File: src/hw/rtl/lkc_pkg.sv
package lkc_pkg;

  localparam int CAPACITY = 16;
  localparam int DATA_W   = 32;
  localparam int IDX_W    = $clog2(CAPACITY);
  localparam int CNT_W    = $clog2(CAPACITY + 1);
  localparam int KEY_W    = 32;
  localparam int STAMP_W  = 32;

  localparam logic [1:0] FUNC_LOOKUP = 2'd0;
  localparam logic [1:0] FUNC_INSERT = 2'd1;
  localparam logic [1:0] FUNC_CLEAR  = 2'd2;
  localparam logic [1:0] FUNC_NOP    = 2'd3;

  localparam logic [7:0] CFG_ENTRY_LIMIT = 8'd0;
  localparam logic [7:0] CFG_KEEP_DATA   = 8'd1;

  // Running summary handed from cell to cell during a sweep.
  typedef struct packed {
    logic               hit;
    logic [IDX_W-1:0]   hit_idx;
    logic [DATA_W-1:0]  hit_data;
    logic               hit_cached;
    logic [CNT_W-1:0]   count;
    logic               free_found;
    logic [IDX_W-1:0]   free_idx;
    logic               cand_found;
    logic [IDX_W-1:0]   cand_idx;
    logic [STAMP_W-1:0] cand_stamp;
    logic [KEY_W-1:0]   cand_key;
  } tok_t;

  // Update broadcast to every cell at the end of a request.
  typedef struct packed {
    logic               clr_all;
    logic               wr_en;
    logic [IDX_W-1:0]   wr_idx;
    logic               inv_en;
    logic [IDX_W-1:0]   inv_idx;
    logic               touch_en;
    logic [IDX_W-1:0]   touch_idx;
    logic [KEY_W-1:0]   key;
    logic [DATA_W-1:0]  data;
    logic               cached;
    logic [STAMP_W-1:0] stamp;
  } upd_t;

endpackage

File: src/hw/rtl/lru_keyed_entry_cache_top.sv
// Channel  Handshake              Payload
// in       in_valid / in_ready    in_func, in_key_hash, in_entry_data
// out      out_valid / out_ready  out_hit, out_data_out, out_cached_mark,
//                                 out_evicted, out_evicted_hash, out_dup_error
// cfg      cfg_valid / cfg_ready  cfg_index, cfg_data
//
// Lookup and insert: the request is accepted in idle, the summary token then walks
// the cell chain one cell per cycle during the sweep, and the done state applies the
// update and loads the result. Clear and no-op go from idle straight to done.
// Reset (rst_n low, synchronous) empties the cache and zeroes the stamp.
// in_ready is high only when idle; a finished request waits while the result
// register is full and out_ready is low.
module lru_keyed_entry_cache_top (
  input  logic        clk,
  input  logic        rst_n,
  input  logic        in_valid,
  output logic        in_ready,
  input  logic [1:0]  in_func,
  input  logic [31:0] in_key_hash,
  input  logic [31:0] in_entry_data,
  output logic        out_valid,
  input  logic        out_ready,
  output logic        out_hit,
  output logic [31:0] out_data_out,
  output logic        out_cached_mark,
  output logic        out_evicted,
  output logic [31:0] out_evicted_hash,
  output logic        out_dup_error,
  input  logic        cfg_valid,
  output logic        cfg_ready,
  input  logic [7:0]  cfg_index,
  input  logic [31:0] cfg_data
);
  import lkc_pkg::*;

  logic [4:0]       entry_limit_r;
  logic             keep_data_r;
  logic [KEY_W-1:0] req_key;
  upd_t             upd;
  tok_t             tok [CAPACITY+1];

  assign cfg_ready = 1'b1;

  always_ff @(posedge clk) begin
    if (!rst_n) begin
      entry_limit_r <= 5'd16;
      keep_data_r   <= 1'b0;
    end else if (cfg_valid && cfg_ready) begin
      if (cfg_index == CFG_ENTRY_LIMIT) begin
        entry_limit_r <= cfg_data[4:0];
      end else if (cfg_index == CFG_KEEP_DATA) begin
        keep_data_r <= cfg_data[0];
      end
    end
  end

  lkc_ctrl u_ctrl (
    .clk              (clk),
    .rst_n            (rst_n),
    .in_valid         (in_valid),
    .in_ready         (in_ready),
    .in_func          (in_func),
    .in_key_hash      (in_key_hash),
    .in_entry_data    (in_entry_data),
    .out_valid        (out_valid),
    .out_ready        (out_ready),
    .out_hit          (out_hit),
    .out_data_out     (out_data_out),
    .out_cached_mark  (out_cached_mark),
    .out_evicted      (out_evicted),
    .out_evicted_hash (out_evicted_hash),
    .out_dup_error    (out_dup_error),
    .entry_limit      (entry_limit_r),
    .keep_data        (keep_data_r),
    .req_key          (req_key),
    .tok_init         (tok[0]),
    .tok_last         (tok[CAPACITY]),
    .upd              (upd)
  );

  for (genvar i = 0; i < CAPACITY; i++) begin : g_cell
    lkc_cell u_cell (
      .clk      (clk),
      .rst_n    (rst_n),
      .cell_idx (IDX_W'(i)),
      .req_key  (req_key),
      .upd      (upd),
      .tok_in   (tok[i]),
      .tok_out  (tok[i+1])
    );
  end

endmodule

File: src/hw/rtl/lkc_cell.sv
module lkc_cell (
  input  logic                       clk,
  input  logic                       rst_n,
  input  logic [lkc_pkg::IDX_W-1:0]  cell_idx,
  input  logic [lkc_pkg::KEY_W-1:0]  req_key,
  input  lkc_pkg::upd_t              upd,
  input  lkc_pkg::tok_t              tok_in,
  output lkc_pkg::tok_t              tok_out
);
  import lkc_pkg::*;

  logic               valid_r, valid_nxt;
  logic [KEY_W-1:0]   key_r;
  logic [DATA_W-1:0]  data_r;
  logic               cached_r;
  logic [STAMP_W-1:0] stamp_r;
  tok_t               tok_r, tok_nxt;
  logic               match;
  logic               older;

  assign match = valid_r && (key_r == req_key);
  assign older = valid_r && ((stamp_r < tok_in.cand_stamp) ||
                 (tok_in.cand_found && (stamp_r == tok_in.cand_stamp) &&
                  (key_r < tok_in.cand_key)));

  always_comb begin
    tok_nxt = tok_in;
    if (match && !tok_in.hit) begin
      tok_nxt.hit        = 1'b1;
      tok_nxt.hit_idx    = cell_idx;
      tok_nxt.hit_data   = data_r;
      tok_nxt.hit_cached = cached_r;
    end
    tok_nxt.count = tok_in.count + CNT_W'(valid_r);
    if (!valid_r && !tok_in.free_found) begin
      tok_nxt.free_found = 1'b1;
      tok_nxt.free_idx   = cell_idx;
    end
    if (older) begin
      tok_nxt.cand_found = 1'b1;
      tok_nxt.cand_idx   = cell_idx;
      tok_nxt.cand_stamp = stamp_r;
      tok_nxt.cand_key   = key_r;
    end
  end

  always_ff @(posedge clk) begin
    tok_r <= tok_nxt;
  end

  always_comb begin
    valid_nxt = valid_r;
    priority if (upd.clr_all) begin
      valid_nxt = 1'b0;
    end else if (upd.wr_en && (upd.wr_idx == cell_idx)) begin
      valid_nxt = 1'b1;
    end else if (upd.inv_en && (upd.inv_idx == cell_idx)) begin
      valid_nxt = 1'b0;
    end
  end

  always_ff @(posedge clk) begin
    if (!rst_n) begin
      valid_r <= 1'b0;
    end else begin
      valid_r <= valid_nxt;
    end
  end

  always_ff @(posedge clk) begin
    if (!upd.clr_all && upd.wr_en && (upd.wr_idx == cell_idx)) begin
      key_r    <= upd.key;
      data_r   <= upd.data;
      cached_r <= upd.cached;
      stamp_r  <= upd.stamp;
    end else if (upd.touch_en && (upd.touch_idx == cell_idx)) begin
      stamp_r  <= upd.stamp;
    end
  end

  assign tok_out = tok_r;

endmodule

File: src/hw/rtl/lkc_ctrl.sv
module lkc_ctrl (
  input  logic                        clk,
  input  logic                        rst_n,
  input  logic                        in_valid,
  output logic                        in_ready,
  input  logic [1:0]                  in_func,
  input  logic [31:0]                 in_key_hash,
  input  logic [31:0]                 in_entry_data,
  output logic                        out_valid,
  input  logic                        out_ready,
  output logic                        out_hit,
  output logic [31:0]                 out_data_out,
  output logic                        out_cached_mark,
  output logic                        out_evicted,
  output logic [31:0]                 out_evicted_hash,
  output logic                        out_dup_error,
  input  logic [4:0]                  entry_limit,
  input  logic                        keep_data,
  output logic [lkc_pkg::KEY_W-1:0]   req_key,
  output lkc_pkg::tok_t               tok_init,
  input  lkc_pkg::tok_t               tok_last,
  output lkc_pkg::upd_t               upd
);
  import lkc_pkg::*;

  typedef enum logic [2:0] {
    ST_IDLE  = 3'b001,
    ST_SWEEP = 3'b010,
    ST_DONE  = 3'b100
  } state_t;

  state_t             state_r, state_nxt;
  logic [IDX_W-1:0]   cnt_r, cnt_nxt;
  logic [1:0]         func_r;
  logic [KEY_W-1:0]   key_r;
  logic [DATA_W-1:0]  data_r;
  logic [STAMP_W-1:0] stamp_r, stamp_nxt;
  logic               out_valid_r, out_valid_nxt;
  logic               hit_r, cached_r, evicted_r, dup_r;
  logic [31:0]        data_out_r, evicted_hash_r;
  logic               accept, finish, slot_free;
  logic               evict;
  logic [IDX_W-1:0]   put_idx;

  assign in_ready  = (state_r == ST_IDLE);
  assign accept    = in_valid && in_ready;
  assign slot_free = !out_valid_r || out_ready;
  assign finish    = (state_r == ST_DONE) && slot_free;

  assign req_key = key_r;

  always_comb begin
    tok_init            = '0;
    tok_init.cand_stamp = stamp_r;
    tok_init.cand_key   = key_r;
  end

  assign evict = (32'(tok_last.count) >= 32'(entry_limit)) ||
                 (32'(tok_last.count) >= 32'(CAPACITY));

  // New entry takes the lowest free slot once the victim is gone.
  always_comb begin
    put_idx = tok_last.free_idx;
    if (evict && tok_last.cand_found &&
        (!tok_last.free_found || (tok_last.cand_idx < tok_last.free_idx))) begin
      put_idx = tok_last.cand_idx;
    end
  end

  always_comb begin
    upd           = '0;
    upd.key       = key_r;
    upd.data      = data_r;
    upd.cached    = !keep_data;
    upd.stamp     = stamp_r;
    upd.wr_idx    = put_idx;
    upd.inv_idx   = tok_last.cand_idx;
    upd.touch_idx = tok_last.hit_idx;
    stamp_nxt     = stamp_r;
    if (finish) begin
      unique case (func_r)
        FUNC_LOOKUP: begin
          if (tok_last.hit) begin
            upd.touch_en = 1'b1;
            stamp_nxt    = stamp_r + 1'b1;
          end
        end
        FUNC_INSERT: begin
          if (!tok_last.hit) begin
            stamp_nxt = stamp_r + 1'b1;
            if (!evict) begin
              upd.wr_en = 1'b1;
            end else if (tok_last.cand_found) begin
              upd.inv_en = 1'b1;
              upd.wr_en  = 1'b1;
            end
          end
        end
        FUNC_CLEAR: upd.clr_all = 1'b1;
        FUNC_NOP:   ;
        default:    ;
      endcase
    end
  end

  always_comb begin
    state_nxt = state_r;
    cnt_nxt   = cnt_r;
    unique case (state_r)
      ST_IDLE: begin
        if (accept) begin
          cnt_nxt = '0;
          if ((in_func == FUNC_LOOKUP) || (in_func == FUNC_INSERT)) begin
            state_nxt = ST_SWEEP;
          end else begin
            state_nxt = ST_DONE;
          end
        end
      end
      ST_SWEEP: begin
        cnt_nxt = cnt_r + 1'b1;
        if (cnt_r == IDX_W'(CAPACITY - 1)) begin
          state_nxt = ST_DONE;
        end
      end
      ST_DONE: begin
        if (slot_free) begin
          state_nxt = ST_IDLE;
        end
      end
      default: state_nxt = ST_IDLE;
    endcase
  end

  always_comb begin
    out_valid_nxt = out_valid_r;
    if (out_ready) begin
      out_valid_nxt = 1'b0;
    end
    if (finish) begin
      out_valid_nxt = 1'b1;
    end
  end

  always_ff @(posedge clk) begin
    if (!rst_n) begin
      state_r     <= ST_IDLE;
      cnt_r       <= '0;
      stamp_r     <= '0;
      out_valid_r <= 1'b0;
    end else begin
      state_r     <= state_nxt;
      cnt_r       <= cnt_nxt;
      stamp_r     <= stamp_nxt;
      out_valid_r <= out_valid_nxt;
    end
  end

  // Hold the request for the length of the sweep.
  always_ff @(posedge clk) begin
    if (accept) begin
      func_r <= in_func;
      key_r  <= in_key_hash;
      data_r <= DATA_W'(in_entry_data);
    end
  end

  always_ff @(posedge clk) begin
    if (finish) begin
      hit_r          <= 1'b0;
      data_out_r     <= '0;
      cached_r       <= 1'b0;
      evicted_r      <= 1'b0;
      evicted_hash_r <= '0;
      dup_r          <= 1'b0;
      if ((func_r == FUNC_LOOKUP) && tok_last.hit) begin
        hit_r      <= 1'b1;
        data_out_r <= 32'(tok_last.hit_data);
        cached_r   <= tok_last.hit_cached;
      end
      if (func_r == FUNC_INSERT) begin
        if (tok_last.hit) begin
          dup_r <= 1'b1;
        end else if (evict) begin
          evicted_r      <= 1'b1;
          evicted_hash_r <= tok_last.cand_key;
        end
      end
    end
  end

  assign out_valid        = out_valid_r;
  assign out_hit          = hit_r;
  assign out_data_out     = data_out_r;
  assign out_cached_mark  = cached_r;
  assign out_evicted      = evicted_r;
  assign out_evicted_hash = evicted_hash_r;
  assign out_dup_error    = dup_r;

endmodule
File: config.mk
export PLATFORM = sky130hd
export DESIGN_NAME = lru_keyed_entry_cache_top
export DESIGN_NICKNAME = d
export VERILOG_FILES = /design/src/hw/rtl/lkc_pkg.sv /design/src/hw/rtl/lru_keyed_entry_cache_top.sv /design/src/hw/rtl/lkc_cell.sv /design/src/hw/rtl/lkc_ctrl.sv
export SDC_FILE = /design/constraint.sdc
export NUM_CORES = 2
export LEC_CHECK = 0
export ABC_CLOCK_PERIOD_IN_PS = 6420
export BUFFER_PORTS_ARGS = -buffer_cell sky130_fd_sc_hd__buf_2
export CORE_MARGIN = 2
export CORE_UTILIZATION = 55
export DETAILED_ROUTE_END_ITERATION = 7
export PLACE_DENSITY = 0.71
export SYNTH_ARGS = -nofsm -noshare
export SYNTH_HDL_FRONTEND = slang
export SYNTH_HIERARCHICAL = 1
export SYNTH_SLANG_ARGS = --single-unit
export TNS_END_PERCENT = 1
File: constraint.sdc
create_clock -name clk -period 6.42 [get_ports clk]
set_input_delay 1.284 -clock clk [delete_from_list [all_inputs] [get_ports clk]]
set_output_delay 1.284 -clock clk [all_outputs]
set_load 0.005 [all_outputs]
==> run_results.csv <==
group,metric,value,unit
sta,setup_violations,0,
clock_network,clock-sinks,3588,
logic_synthesis,syn_inst,10800,
final_layout,nFillCells,20000,
logic_synthesis,avgSynthCellArea,13.7,um^2
worst_setup_path,crit_buf_inv,1,
worst_setup_path,worst_setup_path_end_kind,"flop",
worst_setup_path,reg2reg_depth,12,
worst_setup_path,worstSetupStartpointType,"flop",
floorplanning,ios,182,
power_and_ir_drop,peakVddDrop,300,uV
grt,antenna_found_initial,11,
run,maxCapViolCount,0,
clock_network,cts_buffer_depth,4,
place,io_buffers,153,
clock_network,ctsHoldBuffers,0,
clock_network,numCtsBuffers,369,
sta,drv_slew,0,
drt,ant_nets,0,
place,gp_congestion,0.916,
worst_hold_path,hold_path.class,"flop to flop",
worst_setup_path,path_cells,"inv_1 -> ha_1 -> a21o_1 -> a31oi_1 -> o21ai_0 -> nand3_1 -> mux2_2 -> o22ai_1 -> nor3_1 -> nand2_1 -> nor2_4 -> a31o_2",
worst_setup_path,cp_max_fo,32,
final_layout,layout-drive-gt1-share,15.3,%
grt,grt_overflow,0,
worst_hold_path,worstHoldStart,"g_cell[5].u_cell/tok_out[65]$_DFF_P_",
worst_setup_path,critPathMaxStageDelay,1050,ps
clock_network,htreeDepth,5,
floorplanning,die_area,0.273,mm^2
power_and_ir_drop,total_power,50100,uW
sta,maxSlewHeadroom,7.45,%
worst_setup_path,crit_type,"flop to flop",
power_and_ir_drop,p_leak,0.0648,uW
place,dp_hpwl,241000,um
sta,min_period,5360,ps
final_layout,final_core_util,62.0,%
worst_setup_path,required,6880,ps
drt,drc,0,
clock_network,cts_resized,0,
worst_hold_path,min_to,"g_cell[6].u_cell/tok_out[65]$_DFF_P_",
worst_setup_path,rrSetupSlack,1060,ps
drt,initialDrtViolationCount,5639,
sta,fin_skew,68.2,ps
final_layout,multiInputGateArea,0.0538,mm^2
final_layout,mostFrequentLayoutCell,"dfxtp_1",
drt,wl,343000,um
worst_setup_path,timing.rr.start,"entry_limit_r[2]$_SDFFE_PN0P_",
drt,drt-pass1-iter-count,6,
grt,grt_max_degree,66,
final_layout,area_growth,12.3,%
clock_network,path_clk_slew,60,ps
drt,vias,83600,
worst_setup_path,path_delay_family,"compound AO/OA/AOI/OAI gates",
floorplanning,coreArea,0.267,mm^2
run_status,status,"complete, no violations",
drt,avgViaCountPerCell,5.47,
worst_setup_path,critPathArrivalTime,5820,ps
sta,hold_viol,0,
final_layout,finalNetCount,12600,
grt,grtUsageTotal,24.9,%
floorplanning,initial_core_util,55.2,%
floorplanning,row_count,190,
clock_network,worstSkewPairLatency,910,ps
sta,rsz0062_at_grt,"false",
floorplanning,die_h,522,um
worst_hold_path,min_path_cells,1,
sta,timing.final.crit_share,83.5,%
clock_network,cts_setup_buffers,0,
sta,max_freq,0.187,GHz
clock_network,cts_root_buf,"clkbuf_16",
logic_synthesis,yosysWarnings,6,
worst_setup_path,slowest_stage,"o21ai_0",
power_and_ir_drop,power_density,302,mW/mm^2
logic_synthesis,syn_area,0.148,mm^2
worst_setup_path,r2r-end,"g_cell[12].u_cell/stamp_r[21]$_DFFE_PP_",
sta,tns,0,ps
grt,grt_pass1_vias,86900,
grt,grt_pass1_wl,517000,um
drt,wl_per_cell,22.4,um
sta,tightest_slew,1380,ps
worst_setup_path,crit_start,"entry_limit_r[2]$_SDFFE_PN0P_",
final_layout,layout_common_cells,"dfxtp_1, edfxtp_1, inv_1",
clock_network,cts_tree,"built",
floorplanning,dieWidth,522,um
final_layout,seq_area,0.0887,mm^2
[per-stage QoR]
stage | cells | instance area [um^2] | hold slack [ps] | setup slack (ps)
after floorplan | 11100 | 149000 | 407 | 256
after global placement | 14600 | 154000 | 419 | 1130
after detailed placement | 14600 | 154000 | 419 | 1160
after CTS | 15300 | 166000 | 423 | 1120
after global routing | 15300 | 166000 | 440 | 947
final | 15300 | 166000 | 406 | 1060
[layer usage]
layer / wire length (um) / up-vias / track usage, %
li1: - / 39500 / -
met1: 149000 / 41700 / 32.8
met2: 166000 / 1886 / 42.6
met3: 16400 / 544 / 3.05
met4: 11400 / 0 / 8.29
met5: 0 / - / 0
[how the worst max path moves through the flow]
stage                                              end  slack [ps]  cells past startpoint
2_1_floorplan    g_cell[0].u_cell/stamp_r[0]$_DFFE_PP_         260                      9
3_3_place_gp   g_cell[12].u_cell/stamp_r[19]$_DFFE_PP_        1130                     12
3_5_place_dp   g_cell[12].u_cell/stamp_r[17]$_DFFE_PP_        1160                     12
4_1_cts        g_cell[12].u_cell/stamp_r[21]$_DFFE_PP_        1120                     12
5_1_grt        g_cell[12].u_cell/stamp_r[23]$_DFFE_PP_         950                     12
6_report       g_cell[12].u_cell/stamp_r[21]$_DFFE_PP_        1060                     12
[layout make-up]
type	count	share of cell area, %
sequential	3588	53.5
timing repair buffer	344	1.51
multi-input combinational	6029	32.4
antenna	6	0.00905
clock inverter	164	1.09
clock buffer	515	6.33
tap	3552	2.68
inverter	1092	2.47
[power by group]
group | internal (uW) | switching (uW)
Clock | 12600 | 8870
Sequential | 24900 | 590
Combinational | 1250 | 1840
[state kept, by name (all words and copies together), names as in the netlist, 2 cells and up]
signal,flops
g_cell.u_cell/tok_out,1840
g_cell.u_cell/data_r,512
g_cell.u_cell/key_r,512
g_cell.u_cell/stamp_r,512
u_ctrl/data_r,32
u_ctrl/out_data_out,32
u_ctrl/out_evicted_hash,32
u_ctrl/req_key,32
u_ctrl/stamp_r,32
g_cell.u_cell/cached_r,16
g_cell.u_cell/valid_r,16
entry_limit_r,5
u_ctrl/cnt_r,4
u_ctrl/state_r,3
u_ctrl/func_r,2
[worst reg2reg max path, delay by kind of cell, from the launching register on]
kind / cells / cell delay, ps
AOI/OAI and AO/OA: 5 / 2220
and+or+nand+nor: 4 / 1190
muxes: 1 / 840
DFF: 1 / 330
adders and majority gates: 1 / 290
buffers and inverters: 1 / 50
Power figures use the tool's default switching activity.
